`src/rtl/nvtlv_pkg.sv`:
```
// Package for the nested varint TLV parser.
// Request structs, event and config register codes, sizing constants. No dependencies.
`timescale 1ns / 1ps

package nvtlv_pkg;

  localparam int ID_BYTES = 32;
  localparam int MAX_NEST = 8;
  localparam int LEN_BITS = 16;
  localparam int OFS_W = 17;
  localparam int LVL_W = 4;

  localparam logic [3:0] EV_HEADER = 4'd0;
  localparam logic [3:0] EV_KEY    = 4'd1;
  localparam logic [3:0] EV_DATA   = 4'd2;
  localparam logic [3:0] EV_CLOSE  = 4'd3;
  localparam logic [3:0] EV_ID     = 4'd4;
  localparam logic [3:0] EV_DONE   = 4'd5;
  localparam logic [3:0] EV_EMPTY  = 4'd6;
  localparam logic [3:0] EV_NEED   = 4'd7;
  localparam logic [3:0] EV_ERROR  = 4'd8;

  localparam logic [1:0] CFG_KEY    = 2'd0;
  localparam logic [1:0] CFG_SIGNED = 2'd1;
  localparam logic [1:0] CFG_NESTED = 2'd2;

  typedef struct packed {
    logic [7:0]  data_byte;
    logic        first_of_buffer;
    logic [15:0] buffer_length;
  } in_req_t;

  typedef struct packed {
    logic [3:0]  event_kind;
    logic [30:0] attr_type;
    logic [3:0]  nest_level;
    logic        key_present;
    logic        is_signed;
    logic        is_nested;
    logic [15:0] key_length;
    logic [15:0] data_length;
    logic [7:0]  byte_value;
    logic [15:0] bytes_consumed;
    logic        last_of_run;
  } out_req_t;

  function automatic out_req_t simple_ev(logic [3:0] kind, logic [3:0] lvl,
                                         logic [7:0] bv, logic [15:0] bc);
    out_req_t o;
    o = '0;
    o.event_kind = kind;
    o.nest_level = lvl;
    o.byte_value = bv;
    o.bytes_consumed = bc;
    return o;
  endfunction

endpackage

```
`src/rtl/nested_varint_tlv_parser.sv`:
```
// Nested varint TLV parser, one buffer byte per input request.
// Depends on nvtlv_pkg and nvtlv_varint. Holds the set end stack.
`timescale 1ns / 1ps

// Takes one byte per request and emits up to ten events for it, one per
// cycle while the receiver is ready, from a small sequencer that reuses
// one compare against the set end stack for every close. The input is not
// ready while a byte's events are pending or not yet taken. A byte that
// only feeds a varint leaves the input ready for the next byte. A byte
// that gives events presents them in order and waits for the last to be
// taken; each closed set is one of those events; stalls pause the sequencer.
module nested_varint_tlv_parser
  import nvtlv_pkg::*;
(
  input  logic     clk,
  input  logic     rst,
  input  in_req_t  in_data,
  input  logic     in_valid,
  output logic     in_ready,
  output out_req_t out_data,
  output logic     out_valid,
  input  logic     out_ready,
  input  logic     cfg_we,
  input  logic [1:0] cfg_index,
  input  logic [4:0] cfg_wdata
);

  localparam logic [3:0] PH_LEN = 4'd0, PH_ID = 4'd1, PH_TYPE = 4'd2,
    PH_FLAGS = 4'd3, PH_KEYLEN = 4'd4, PH_KEY = 4'd5, PH_DATALEN = 4'd6,
    PH_DATA = 4'd7, PH_IDLE = 4'd8;

  localparam logic [2:0] SQ_IN = 3'd0, SQ_EV = 3'd1, SQ_CLOSE = 3'd2, SQ_DONE = 3'd3,
    SQ_KERR = 3'd4, SQ_FOLD = 3'd5;

  logic [4:0] key_bit, sgn_bit, nst_bit;
  logic [2:0] sq, sq_next;
  logic [3:0] phase, phase_next;
  logic [OFS_W-1:0] ofs, ofs_next, msg_end, msg_end_next, left, left_next;
  logic [OFS_W-1:0] stk [MAX_NEST];
  logic [LVL_W-1:0] lvl, lvl_next;
  logic [30:0] h_type, h_type_next, h_flags, h_flags_next;
  logic [15:0] h_klen, h_klen_next;
  out_req_t ev, ev_next, err_ev;
  logic ev_last, ev_last_next;
  logic out_valid_next;
  logic stk_we;
  logic [OFS_W-1:0] top_end;

  logic v_clear, v_step, v_bad, v_more;
  logic [63:0] v_val;

  logic acc;
  logic [3:0] ph0;
  logic [OFS_W-1:0] cur_end, ofs0, ofs1, blen, fld_end;
  logic hi_bad, len_big, len_out, tail_more, close_more;
  logic [31:0] flags_w;
  logic kp, sg, ns;

  nvtlv_varint u_var (
    .clk(clk), .rst(rst), .clear(v_clear), .step(v_step), .din(in_data.data_byte),
    .bad(v_bad), .more(v_more), .value(v_val)
  );

  assign in_ready = (sq == SQ_IN) && !out_valid;
  assign acc = in_valid && in_ready;
  assign v_clear = acc && in_data.first_of_buffer;
  assign top_end = stk[lvl[2:0] - 3'd1];

  assign ph0 = in_data.first_of_buffer ? PH_LEN : phase;
  assign cur_end = (lvl == '0) ? msg_end : top_end;
  assign ofs0 = in_data.first_of_buffer ? '0 : ofs;
  assign ofs1 = ofs0 + OFS_W'(1);
  assign blen = {1'b0, in_data.buffer_length};
  assign fld_end = ofs1 + {1'b0, v_val[15:0]};
  assign hi_bad = |v_val[63:31];
  assign len_big = |v_val[63:LEN_BITS];
  assign len_out = ofs0 >= blen;
  assign v_step = acc && ((ph0 == PH_LEN) ? !len_out :
                  (ph0 inside {PH_TYPE, PH_FLAGS, PH_KEYLEN, PH_DATALEN}));

  // after the pending event: a close or done follows
  assign tail_more = (lvl != '0) ? (ofs >= top_end) : (ofs >= msg_end);
  // after closing set lvl: another close or done follows
  assign close_more = (lvl != LVL_W'(1)) ? (ofs >= stk[lvl[2:0] - 3'd2]) :
                      (ofs >= msg_end);

  assign flags_w = {1'b0, h_flags};
  assign kp = flags_w[key_bit];
  assign sg = flags_w[sgn_bit];
  assign ns = flags_w[nst_bit];
  assign err_ev = simple_ev(EV_ERROR, lvl, 8'd0, 16'd0);

  always_ff @(posedge clk) begin
    if (rst) begin
      key_bit <= 5'd0;
      sgn_bit <= 5'd1;
      nst_bit <= 5'd2;
    end else if (cfg_we) begin
      case (cfg_index)
        CFG_KEY:    key_bit <= cfg_wdata;
        CFG_SIGNED: sgn_bit <= cfg_wdata;
        CFG_NESTED: nst_bit <= cfg_wdata;
        default: ;
      endcase
    end
  end

  always_comb begin
    sq_next = sq;
    phase_next = phase;
    ofs_next = ofs;
    msg_end_next = msg_end;
    left_next = left;
    lvl_next = lvl;
    h_type_next = h_type;
    h_flags_next = h_flags;
    h_klen_next = h_klen;
    ev_next = ev;
    ev_last_next = ev_last;
    out_valid_next = out_valid && !out_ready;
    stk_we = 1'b0;
    case (sq)
      SQ_IN: begin
        if (acc) begin
          if (in_data.first_of_buffer) begin
            lvl_next = '0;
            msg_end_next = '0;
            left_next = '0;
            h_type_next = '0;
            h_flags_next = '0;
            h_klen_next = '0;
          end
          phase_next = ph0;
          ev_last_next = 1'b1;
          case (ph0)
            PH_IDLE: ;
            PH_LEN: begin
              if (len_out) begin
                ev_next = simple_ev(EV_NEED, 4'd0, 8'd0, 16'd0); sq_next = SQ_EV;
                phase_next = PH_IDLE;
              end else begin
                ofs_next = ofs1;
                if (v_bad) begin
                  ev_next = simple_ev(EV_ERROR, 4'd0, 8'd0, 16'd0); sq_next = SQ_EV;
                  phase_next = PH_IDLE;
                end else if (v_more) begin
                  if (ofs1 >= blen) begin
                    ev_next = simple_ev(EV_NEED, 4'd0, 8'd0, 16'd0); sq_next = SQ_EV;
                    phase_next = PH_IDLE;
                  end
                end else if (v_val == 64'd0) begin
                  ev_next = simple_ev(EV_EMPTY, 4'd0, 8'd0, ofs1[15:0]); sq_next = SQ_EV;
                  phase_next = PH_IDLE;
                end else if (len_big) begin
                  ev_next = simple_ev(EV_ERROR, 4'd0, 8'd0, 16'd0); sq_next = SQ_EV;
                  phase_next = PH_IDLE;
                end else begin
                  msg_end_next = fld_end;
                  if (fld_end > blen || v_val[15:0] < 16'(ID_BYTES)) begin
                    ev_next = simple_ev(EV_NEED, 4'd0, 8'd0, 16'd0); sq_next = SQ_EV;
                    phase_next = PH_IDLE;
                  end else begin
                    left_next = OFS_W'(ID_BYTES);
                    phase_next = PH_ID;
                  end
                end
              end
            end
            PH_ID: begin
              ofs_next = ofs1;
              ev_next = simple_ev(EV_ID, 4'd0, in_data.data_byte, 16'd0);
              left_next = left - OFS_W'(1);
              if (left == OFS_W'(1)) begin
                phase_next = PH_TYPE; sq_next = SQ_CLOSE;
              end else sq_next = SQ_EV;
            end
            PH_KEY: begin
              ofs_next = ofs1;
              ev_next = simple_ev(EV_KEY, lvl, in_data.data_byte, 16'd0);
              left_next = left - OFS_W'(1);
              sq_next = SQ_EV;
              if (left == OFS_W'(1)) begin
                phase_next = PH_DATALEN;
                if (ofs1 >= cur_end) sq_next = SQ_DONE;
              end
            end
            PH_DATA: begin
              ofs_next = ofs1;
              ev_next = simple_ev(EV_DATA, lvl, in_data.data_byte, 16'd0);
              left_next = left - OFS_W'(1);
              if (left == OFS_W'(1)) begin
                phase_next = PH_TYPE; sq_next = SQ_CLOSE;
              end else sq_next = SQ_EV;
            end
            default: begin
              ofs_next = ofs1;
              if (v_bad) begin
                ev_next = err_ev; sq_next = SQ_EV; phase_next = PH_IDLE;
              end else if (v_more) begin
                if (ofs1 >= cur_end) begin
                  ev_next = err_ev; sq_next = SQ_EV; phase_next = PH_IDLE;
                end
              end else if (ph0 == PH_TYPE || ph0 == PH_FLAGS) begin
                if (hi_bad) begin
                  ev_next = err_ev; sq_next = SQ_EV; phase_next = PH_IDLE;
                end else begin
                  if (ph0 == PH_TYPE) begin
                    h_type_next = v_val[30:0]; phase_next = PH_FLAGS;
                  end else begin
                    h_flags_next = v_val[30:0];
                    if (v_val[key_bit]) phase_next = PH_KEYLEN;
                    else begin h_klen_next = '0; phase_next = PH_DATALEN; end
                  end
                  if (ofs1 >= cur_end) begin
                    ev_next = err_ev; sq_next = SQ_EV; phase_next = PH_IDLE;
                  end
                end
              end else if (len_big || {1'b0, v_val[15:0]} > cur_end - ofs1) begin
                ev_next = err_ev; sq_next = SQ_EV; phase_next = PH_IDLE;
              end else if (ph0 == PH_KEYLEN) begin
                h_klen_next = v_val[15:0];
                if (v_val[15:0] != 16'd0) begin
                  left_next = {1'b0, v_val[15:0]}; phase_next = PH_KEY;
                end else begin
                  phase_next = PH_DATALEN;
                  if (ofs1 >= cur_end) begin
                    ev_next = err_ev; sq_next = SQ_EV; phase_next = PH_IDLE;
                  end
                end
              end else if (ns && lvl >= LVL_W'(MAX_NEST)) begin
                ev_next = err_ev; sq_next = SQ_EV; phase_next = PH_IDLE;
              end else begin
                ev_next = '0;
                ev_next.event_kind = EV_HEADER;
                ev_next.attr_type = h_type;
                ev_next.nest_level = lvl;
                ev_next.key_present = kp;
                ev_next.is_signed = sg;
                ev_next.is_nested = ns;
                ev_next.key_length = kp ? h_klen : 16'd0;
                ev_next.data_length = v_val[15:0];
                if (ns) begin
                  stk_we = 1'b1;
                  lvl_next = lvl + LVL_W'(1);
                  phase_next = PH_TYPE;
                  sq_next = SQ_CLOSE;
                end else if (v_val[15:0] != 16'd0) begin
                  left_next = {1'b0, v_val[15:0]}; phase_next = PH_DATA;
                  sq_next = SQ_EV;
                end else begin
                  phase_next = PH_TYPE; sq_next = SQ_CLOSE;
                end
              end
            end
          endcase
        end
      end
      SQ_EV: begin
        if (!out_valid || out_ready) begin
          out_valid_next = 1'b1;
          sq_next = SQ_IN;
        end
      end
      SQ_CLOSE: begin
        // pending byte or header goes out; closes or done may follow
        if (!out_valid || out_ready) begin
          out_valid_next = 1'b1;
          ev_last_next = !tail_more;
          sq_next = tail_more ? SQ_FOLD : SQ_IN;
        end
      end
      SQ_DONE: begin
        // key end hit set end: key byte then error
        if (!out_valid || out_ready) begin
          out_valid_next = 1'b1;
          ev_last_next = 1'b0;
          sq_next = SQ_KERR;
        end
      end
      SQ_KERR: begin
        if (!out_valid || out_ready) begin
          out_valid_next = 1'b1;
          ev_next = err_ev;
          ev_last_next = 1'b1;
          phase_next = PH_IDLE;
          sq_next = SQ_IN;
        end
      end
      SQ_FOLD: begin
        if (!out_valid || out_ready) begin
          out_valid_next = 1'b1;
          if (lvl != '0) begin
            ev_next = simple_ev(EV_CLOSE, lvl, 8'd0, 16'd0);
            lvl_next = lvl - LVL_W'(1);
            ev_last_next = !close_more;
            sq_next = close_more ? SQ_FOLD : SQ_IN;
          end else begin
            ev_next = simple_ev(EV_DONE, 4'd0, 8'd0, msg_end[15:0]);
            ev_last_next = 1'b1;
            phase_next = PH_IDLE;
            sq_next = SQ_IN;
          end
        end
      end
      default: sq_next = SQ_IN;
    endcase
  end

  always_ff @(posedge clk) begin
    if (rst) begin
      sq <= SQ_IN;
      phase <= PH_LEN;
      ofs <= '0;
      msg_end <= '0;
      left <= '0;
      lvl <= '0;
      h_type <= '0;
      h_flags <= '0;
      h_klen <= '0;
      out_valid <= 1'b0;
      ev <= '0;
      ev_last <= 1'b0;
    end else begin
      sq <= sq_next;
      phase <= phase_next;
      ofs <= ofs_next;
      msg_end <= msg_end_next;
      left <= left_next;
      lvl <= lvl_next;
      h_type <= h_type_next;
      h_flags <= h_flags_next;
      h_klen <= h_klen_next;
      out_valid <= out_valid_next;
      ev <= ev_next;
      ev_last <= ev_last_next;
    end
  end

  always_ff @(posedge clk) begin
    if (!rst && stk_we) stk[lvl[2:0]] <= fld_end;
  end

  always_comb begin
    out_data = ev;
    out_data.last_of_run = ev_last;
  end

endmodule

```
`src/rtl/nvtlv_varint.sv`:
```
// Varint accumulator: folds one byte per request into a 64-bit value.
// Depends on nvtlv_pkg.
`timescale 1ns / 1ps

module nvtlv_varint
  import nvtlv_pkg::*;
(
  input  logic        clk,
  input  logic        rst,
  input  logic        clear,
  input  logic        step,
  input  logic [7:0]  din,
  output logic        bad,
  output logic        more,
  output logic [63:0] value
);

  logic [63:0] acc;
  logic [3:0]  cnt;
  logic [3:0]  cnt_cur;
  logic [3:0]  cnt_next;
  logic        first;

  // a restart counts the byte that comes with it as the first varint byte
  assign cnt_cur = clear ? 4'd0 : cnt;
  assign first = (cnt_cur == 4'd0);
  assign value = {(first ? 57'd0 : acc[56:0]), din[6:0]};
  assign more = din[7];
  assign cnt_next = cnt_cur + 4'd1;
  assign bad = (first && din == 8'h80) || (din[7] && cnt_next >= 4'd10);

  always_ff @(posedge clk) begin
    if (rst) begin
      cnt <= '0;
      acc <= '0;
    end else if (step) begin
      acc <= value;
      cnt <= din[7] ? cnt_next : 4'd0;
    end else if (clear) begin
      cnt <= '0;
      acc <= '0;
    end
  end

endmodule

```
`config.mk`:
```
export PLATFORM = sky130hd
export DESIGN_NAME = nested_varint_tlv_parser
export DESIGN_NICKNAME = d
export VERILOG_FILES = /design/src/rtl/nvtlv_pkg.sv /design/src/rtl/nested_varint_tlv_parser.sv /design/src/rtl/nvtlv_varint.sv
export SDC_FILE = /design/constraint.sdc
export NUM_CORES = 2
export LEC_CHECK = 0
export ABC_AREA = 1
export BUFFER_PORTS_ARGS = -buffer_cell sky130_fd_sc_hd__buf_2
export CAP_MARGIN = 20
export CELL_PAD_IN_SITES_DETAIL_PLACEMENT = 1
export CELL_PAD_IN_SITES_GLOBAL_PLACEMENT = 2
export CORE_ASPECT_RATIO = 1.25
export CORE_MARGIN = 5
export CORE_UTILIZATION = 30
export CTS_CLUSTER_DIAMETER = 50
export DETAILED_ROUTE_END_ITERATION = 7
export PLACE_DENSITY = 0.78
export SLEW_MARGIN = 20
export SYNTH_ARGS = -nofsm -noshare
export SYNTH_HDL_FRONTEND = slang
export SYNTH_SLANG_ARGS = --single-unit
export TNS_END_PERCENT = 50
```
`constraint.sdc`:
```
create_clock -name clk -period 17.85 [get_ports clk]
set_input_delay 3.57 -clock clk [delete_from_list [all_inputs] [get_ports clk]]
set_output_delay 3.57 -clock clk [all_outputs]
set_load 0.05 [all_outputs]
```
== After elaboration in Yosys (flattened, before gate mapping) ==
Memory sizes are Yosys's and may differ from the RTL's.
Cells that the tools add are included.
Cells by class
  order comparisons: 15
  divide/modulo/power cells: 0
  shifts and indexed selects: 0
  eq/ne operators: 32
  bitwise gates (word level): 1
  multiplexer cells: 187
  multiply operators: 0
  reduce and logical (&&, ||, !) cells: 50
  add/subtract/negate cells: 9
Operators with widths (count)
  2-to-1 mux 99 bit: 19
  one-hot mux 99 bit (5 select lines): 1
  2-to-1 mux 31 bit: 14
  2-to-1 mux 17 bit: 25
  one-hot mux 99 bit (3 select lines): 1
  2-to-1 mux 16 bit: 11
  2-to-1 mux 57 bit: 3
  2-to-1 mux 4 bit: 40
  2-to-1 mux 98 bit: 1
  2-to-1 mux 3 bit: 26
  >= comparator 17 bit: 4
  zero test 64 bit: 1
  one-hot mux 17 bit (3 select lines): 1
  OR reduction 48 bit: 1
  >= comparator 17 x 16 -> 1 bit: 2
  one-hot mux 17 bit (2 select lines): 1
  OR reduction 33 bit: 1
  2-to-1 mux 1 bit: 27
  binary-select mux 1 bit (select 5 bit): 4
  less-than comparator 5 x 6 -> 1 bit, second input constant: 3
  != test 2 bit, second input constant: 9
  adder 17 x 1 -> 17 bit, second input constant: 1
  adder 17 x 16 -> 17 bit: 1
  == test 17 x 1 -> 1 bit, second input constant: 1
  55 further kinds: 96
Storage, ports and cells
  bits in writable memories: 136
  bits in latches: 0
  memories: 1
  bits in read-only memories: 0
  word-level logic and storage cells: 322
  register bits: 317
  output and inout port bits: 101
Memory list
  stk: depth 8, width 17, read ports 2, clocked after Yosys merged registers in 0, write ports 1, RTL line nested_varint_tlv_parser.sv:39  | logic [OFS_W-1:0] stk [MAX_NEST];

== Longest topological paths before layout ==
  word-level depth: 19
  gate-level depth with buffers: 41
  depth with buffers taken out: 38

== Modules after synthesis ==
Synthesis repeated with hierarchy kept, for this count alone.
Unflattened totals
  cell total of the unflattened synthesis: 4512
  area total of the unflattened synthesis: 30910.9 µm²
By module, submodules not included
  nested_varint_tlv_parser: area each 28036.9 µm², cells an instance 4076, times used 1
  nvtlv_varint: area each 2874.0 µm², cells an instance 436, times used 1

== Worst setup path before layout ==
OpenSTA, ideal clock, no wires.
  path type: input-to-reg
  start: input port in_data[16] (netlist bit)
  end: memory stk[0][0] (enable)
  arrival: 9.371 ns
  stages: 31
  required time: 17.438 ns
  path slack: 8.067 ns
  path through: buf_6 -> buf_2 -> buf_1 -> clkbuf_1 -> nor2_1 -> ha_1 -> nand2_1 -> nor2_2 -> nand3_1 -> xor2_1 -> inv_2 -> ha_1 -> nand2_1 -> inv_1 -> a21oi_1 -> nand3_1 -> nand3_1 -> nand2_1 -> a31oi_1 -> o21ai_0 -> xor2_1 -> ha_1 -> nand3_1 -> nor4_1 -> nand3_1 -> nand3b_1 -> nand2_1 -> nand4_1 -> nor2_1 -> inv_1 -> nor3_1
On the way
  elaborated cells on any way between the ends: 37
RTL lines
  start, declared: RTL line nested_varint_tlv_parser.sv:17  | input in_req_t in_data,
  2-to-1 mux 17 bit: RTL line nested_varint_tlv_parser.sv:71  | assign ofs0 = in_data.first_of_buffer ? '0 : ofs;
  adder 17 x 1 -> 17 bit: RTL line nested_varint_tlv_parser.sv:72  | assign ofs1 = ofs0 + OFS_W'(1);
  via ofs1[8]: RTL line nested_varint_tlv_parser.sv:54  | logic [OFS_W-1:0] cur_end, ofs0, ofs1, blen, fld_end;
  subtractor 17 bit: RTL line nested_varint_tlv_parser.sv:218  | end else if (len_big || {1'b0, v_val[15:0]} > cur_end - ofs1) begin
  greater-than comparator 16 x 17 -> 1 bit: RTL line nested_varint_tlv_parser.sv:218
  logical OR 1 bit: RTL line nested_varint_tlv_parser.sv:218
  2-to-1 mux 1 bit: RTL line nested_varint_tlv_parser.sv:218
  2-to-1 mux 1 bit: RTL line nested_varint_tlv_parser.sv:203  | end else if (ph0 == PH_TYPE || ph0 == PH_FLAGS) begin
  2-to-1 mux 1 bit: RTL line nested_varint_tlv_parser.sv:199  | end else if (v_more) begin
  2-to-1 mux 1 bit: RTL line nested_varint_tlv_parser.sv:197  | if (v_bad) begin
  2-to-1 mux 1 bit: RTL line nested_varint_tlv_parser.sv:135  | case (ph0)
  2-to-1 mux 1 bit: RTL line nested_varint_tlv_parser.sv:124  | if (acc) begin
  2-to-1 mux 1 bit: RTL line nested_varint_tlv_parser.sv:122  | case (sq)
  logical AND 1 bit: RTL line nested_varint_tlv_parser.sv:340  | if (!rst && stk_we) stk[lvl[2:0]] <= fld_end;
  2-to-1 mux 1 bit: RTL line nested_varint_tlv_parser.sv:340
  2-to-1 mux 1 bit (implied by the code): RTL line nested_varint_tlv_parser.sv:340
  end, declared: RTL line nested_varint_tlv_parser.sv:39
The timed path passes the listed nets, and every way through them passes these cells.

== Worst setup path after layout ==
  start: input port in_data[16] (netlist bit)
  end: register ev, in the netlist out_data[80]
On the way
  elaborated cells on any way between the ends: 56
RTL lines
  branches (longest 4 deep; another with adder 17 x 1 -> 17 bit)
  adder 17 x 16 -> 17 bit (*): RTL line nested_varint_tlv_parser.sv:74  | assign fld_end = ofs1 + {1'b0, v_val[15:0]};
  via fld_end[12]: RTL line nested_varint_tlv_parser.sv:54
  greater-than comparator 17 x 16 -> 1 bit (*): RTL line nested_varint_tlv_parser.sv:159  | if (fld_end > blen || v_val[15:0] < 16'(ID_BYTES)) begin
  logical OR 1 bit (*): RTL line nested_varint_tlv_parser.sv:159
  != test 8 x 5 -> 1 bit (no source line) (*)
  AND reduction 8 bit (no source line) (*)
  end signal, assigned: RTL line nested_varint_tlv_parser.sv:334  | ev <= ev_next;
  end, declared: RTL line nested_varint_tlv_parser.sv:43  | out_req_t ev, ev_next, err_ev;
Mark *: on every way through the listed nets, which the timed path passes. The select of a mux whose other input is x is not followed.
A chain may end at the register's enable or synchronous reset.

==> metrics.txt <==
outcome finished, final reports clean; TritonCTS clock tree done; routed length per instance 23.3 um; largest net degree at the start of global routing 83; switching share of power 0.524; Netlist Area Pre-Place 31,200 um2; Boundary Pins 138; DRT iter0 DRCs 2,026; sequential-to-total area share from yosys stat 0.334; # port buffers 137; Num CTS Buffers 76; fin worst setup slack 6.82 ns; syn_nets 4,765; Crit. path cell count 40; FMAX 90.6 MHz; max-slew violations 0; Critical path buffers and inverters 9; cts hold-fix bufs 0; Setup crit start kind input port; Comb pwr share 0.536; post_cts resized 0; worst skew pair latency 0.65 ns; P_leak 14.2 nW; Synth top area share 0.203; Net Switching 3.37 mW; number of cells on the worst reg-to-reg path 37; Final setup violation count 0; slowest stage delay, CP 0.85 ns; pwr/cell area 181 nW/um2; GRT Total Usage 0.241; crit path DAT 11.61 ns; worst hold path class reg2reg; Critical R2R Capture out_data[80]; synth cell count leaders nand2_1 (807), a21oi_1 (587), inv_1 (512); CP Class in2reg; Max FO, Critical Path 71; setup bufs post-CTS 0; Core Region 103,000 um2; clk root buf clkbuf_16; FILL cells 13,000; Hold Path Stages 2; most common cell in the netlist nand2_1; Via-to-Cell Ratio 5.59; Max rail drop VDD 0.000134 V; largest cells by area after synthesis dfxtp_1 (20%), edfxtp_1 (13%), nand2_1 (9.7%); critical path's top delay family buffers and inverters; Mean Syn Cell Area 6.83 um2; critical path required time 18.42 ns; Antenna Nets Post-Route 0; max_cap viols 0; min cycle time layout 11.03 ns; Async S/R FF share, synth 0; clk_skew 0.0380 ns; Tcrit/Tclk final 0.618; clk slew on worst S/H paths 0.05 ns; die area 111,000 um2; worst setup path startpoint in_data[16]; Int Power 3.07 mW; Final nets 4,751; GP Congestion 0.905; Die X 298 um; final hold viol count 0; GRT overflow 0; slowest stage cell on the critical path clkinv_2; Rel. slew slack 0.201; hold path startpoint u_var.acc[54]; row cnt 132; DP HPWL 97,600 um; Main synth FF type dfxtp_1; most frequent CP cell nand2_1; RSZ-0062 raised after global routing false; Clock Power Share 0.235; total wire length 139,000 um; initial antenna violation count 4; Synth area leader dfxtp_1; Seq pwr share 0.229; Fin Setup TNS 0 ns; # clock sinks 452; Initial Util 0.302; Die H 371 um; share of cells above drive strength 1 0.0866; EDFF count, synth 136; worst-margin pin slew 1.19 ns; first-pass GRT wire length 209,000 um; Endpoint, Worst Hold u_var.acc[54]; TritonRoute pass-1 iters 5; Unique masters post-synth 61; worst r2r src lvl[1]; crit end category flop; vias in the first global route 33,600; number of synthesized register bits 452; worst reg-to-reg setup slack 9.26 ns; Layout area overhead 14.0%; Mapped Cells 4,570; pre-CTS setup slack 6.33 ns; yosys warns 0; DRC 0; H-Tree Depth 3; clk buf depth 3; total number of vias 33,300
[worst max path at each step]
stage	end	slack, ns
floorplan	stk[0][0]	8.07
global placement	out_data[65]	6.56
detailed placement	out_data[79]	6.33
CTS	out_data[80]	6.96
global route	out_data[68]	6.20
finish	out_data[80]	6.82
[metal layers]
layer	vias up	share of wire	GRT usage
met3	235	0.044	0.0335
met4	0	0.040	0.0906
met2	805	0.49	0.432
met5	-	0	0
met1	16600	0.42	0.295
li1	15700	-	-
[cell usage in the layout (no fill, tap or decap), drive strengths merged, types with 53 or more instances in the layout]
| master | synthesis | final |
|---|---|---|
| ha | 156 | 156 |
| dfxtp | 316 | 316 |
| nand4 | 53 | 53 |
| inv | 520 | 535 |
| o221ai | 59 | 59 |
| nor2 | 362 | 362 |
| nand2 | 811 | 811 |
| o211ai | 153 | 153 |
| clkbuf | 230 | 95 |
| o21ai | 498 | 498 |
| nand3 | 326 | 326 |
| buf | 71 | 209 |
| edfxtp | 136 | 136 |
| a21oi | 587 | 587 |
[cells by family after synthesis]
| logic type | share of synthesized area |
|---|---|
| compound gates | 0.263 |
| xor+xnor | 0.0115 |
| fa+ha+maj | 0.0638 |
| buf+inv | 0.104 |
| flops | 0.334 |
| simple gates | 0.225 |
[power groups by stage]
stage / combinational, mW / clock (mW) / sequential (mW)
after CTS: 3.45 / 1.54 / 1.47
after detailed placement: 3.43 / 0 / 1.49
after floorplan: 2.10 / 0 / 1.68
after global placement: 3.39 / 0 / 1.49
after global routing: 3.79 / 1.58 / 1.49
final: 3.45 / 1.52 / 1.47
[tightest hold or removal path, cell delays in order, from the launching register on]
cell and delay [ns]:
dfxtp_1 0.31, nand2_1 0.06, a21oi_1 0.05
[sequential cells by signal (all words and copies together), names as in the netlist]
register and cells:
out_valid 1, phase 4, ev_last 1, msg_end 17, sq 3, u_var.acc 57
sgn_bit 5, h_type 31, u_var.cnt 4, lvl 4, h_klen 16, out_data 98
ofs 17, stk 136, key_bit 5, left 17, nst_bit 5, h_flags 31
[area by class of cell]
type	count	area, um2	area share
inverter	534	2020	0.0567
timing repair buffer	209	1250	0.0351
multi-input combinational	3283	17600	0.495
tap	1340	1680	0.0471
clock inverter	47	537	0.0151
clock buffer	95	2050	0.0578
antenna	1	2.50	0.0000704
sequential	452	10400	0.293
[metrics by stage]
stage,hold slack [ns],cell area (um2),utilization,power (mW),std cells
2_1_floorplan,0.435,31200,-,3.78,4570
3_3_place_gp,0.448,33000,0.319,4.88,5818
3_5_place_dp,0.455,33000,0.319,4.92,5818
4_1_cts,0.464,35600,0.344,6.46,5960
5_1_grt,0.482,35600,0.344,6.86,5960
6_report,0.462,35600,0.344,6.44,5961
(Power assumes the default switching activity.)
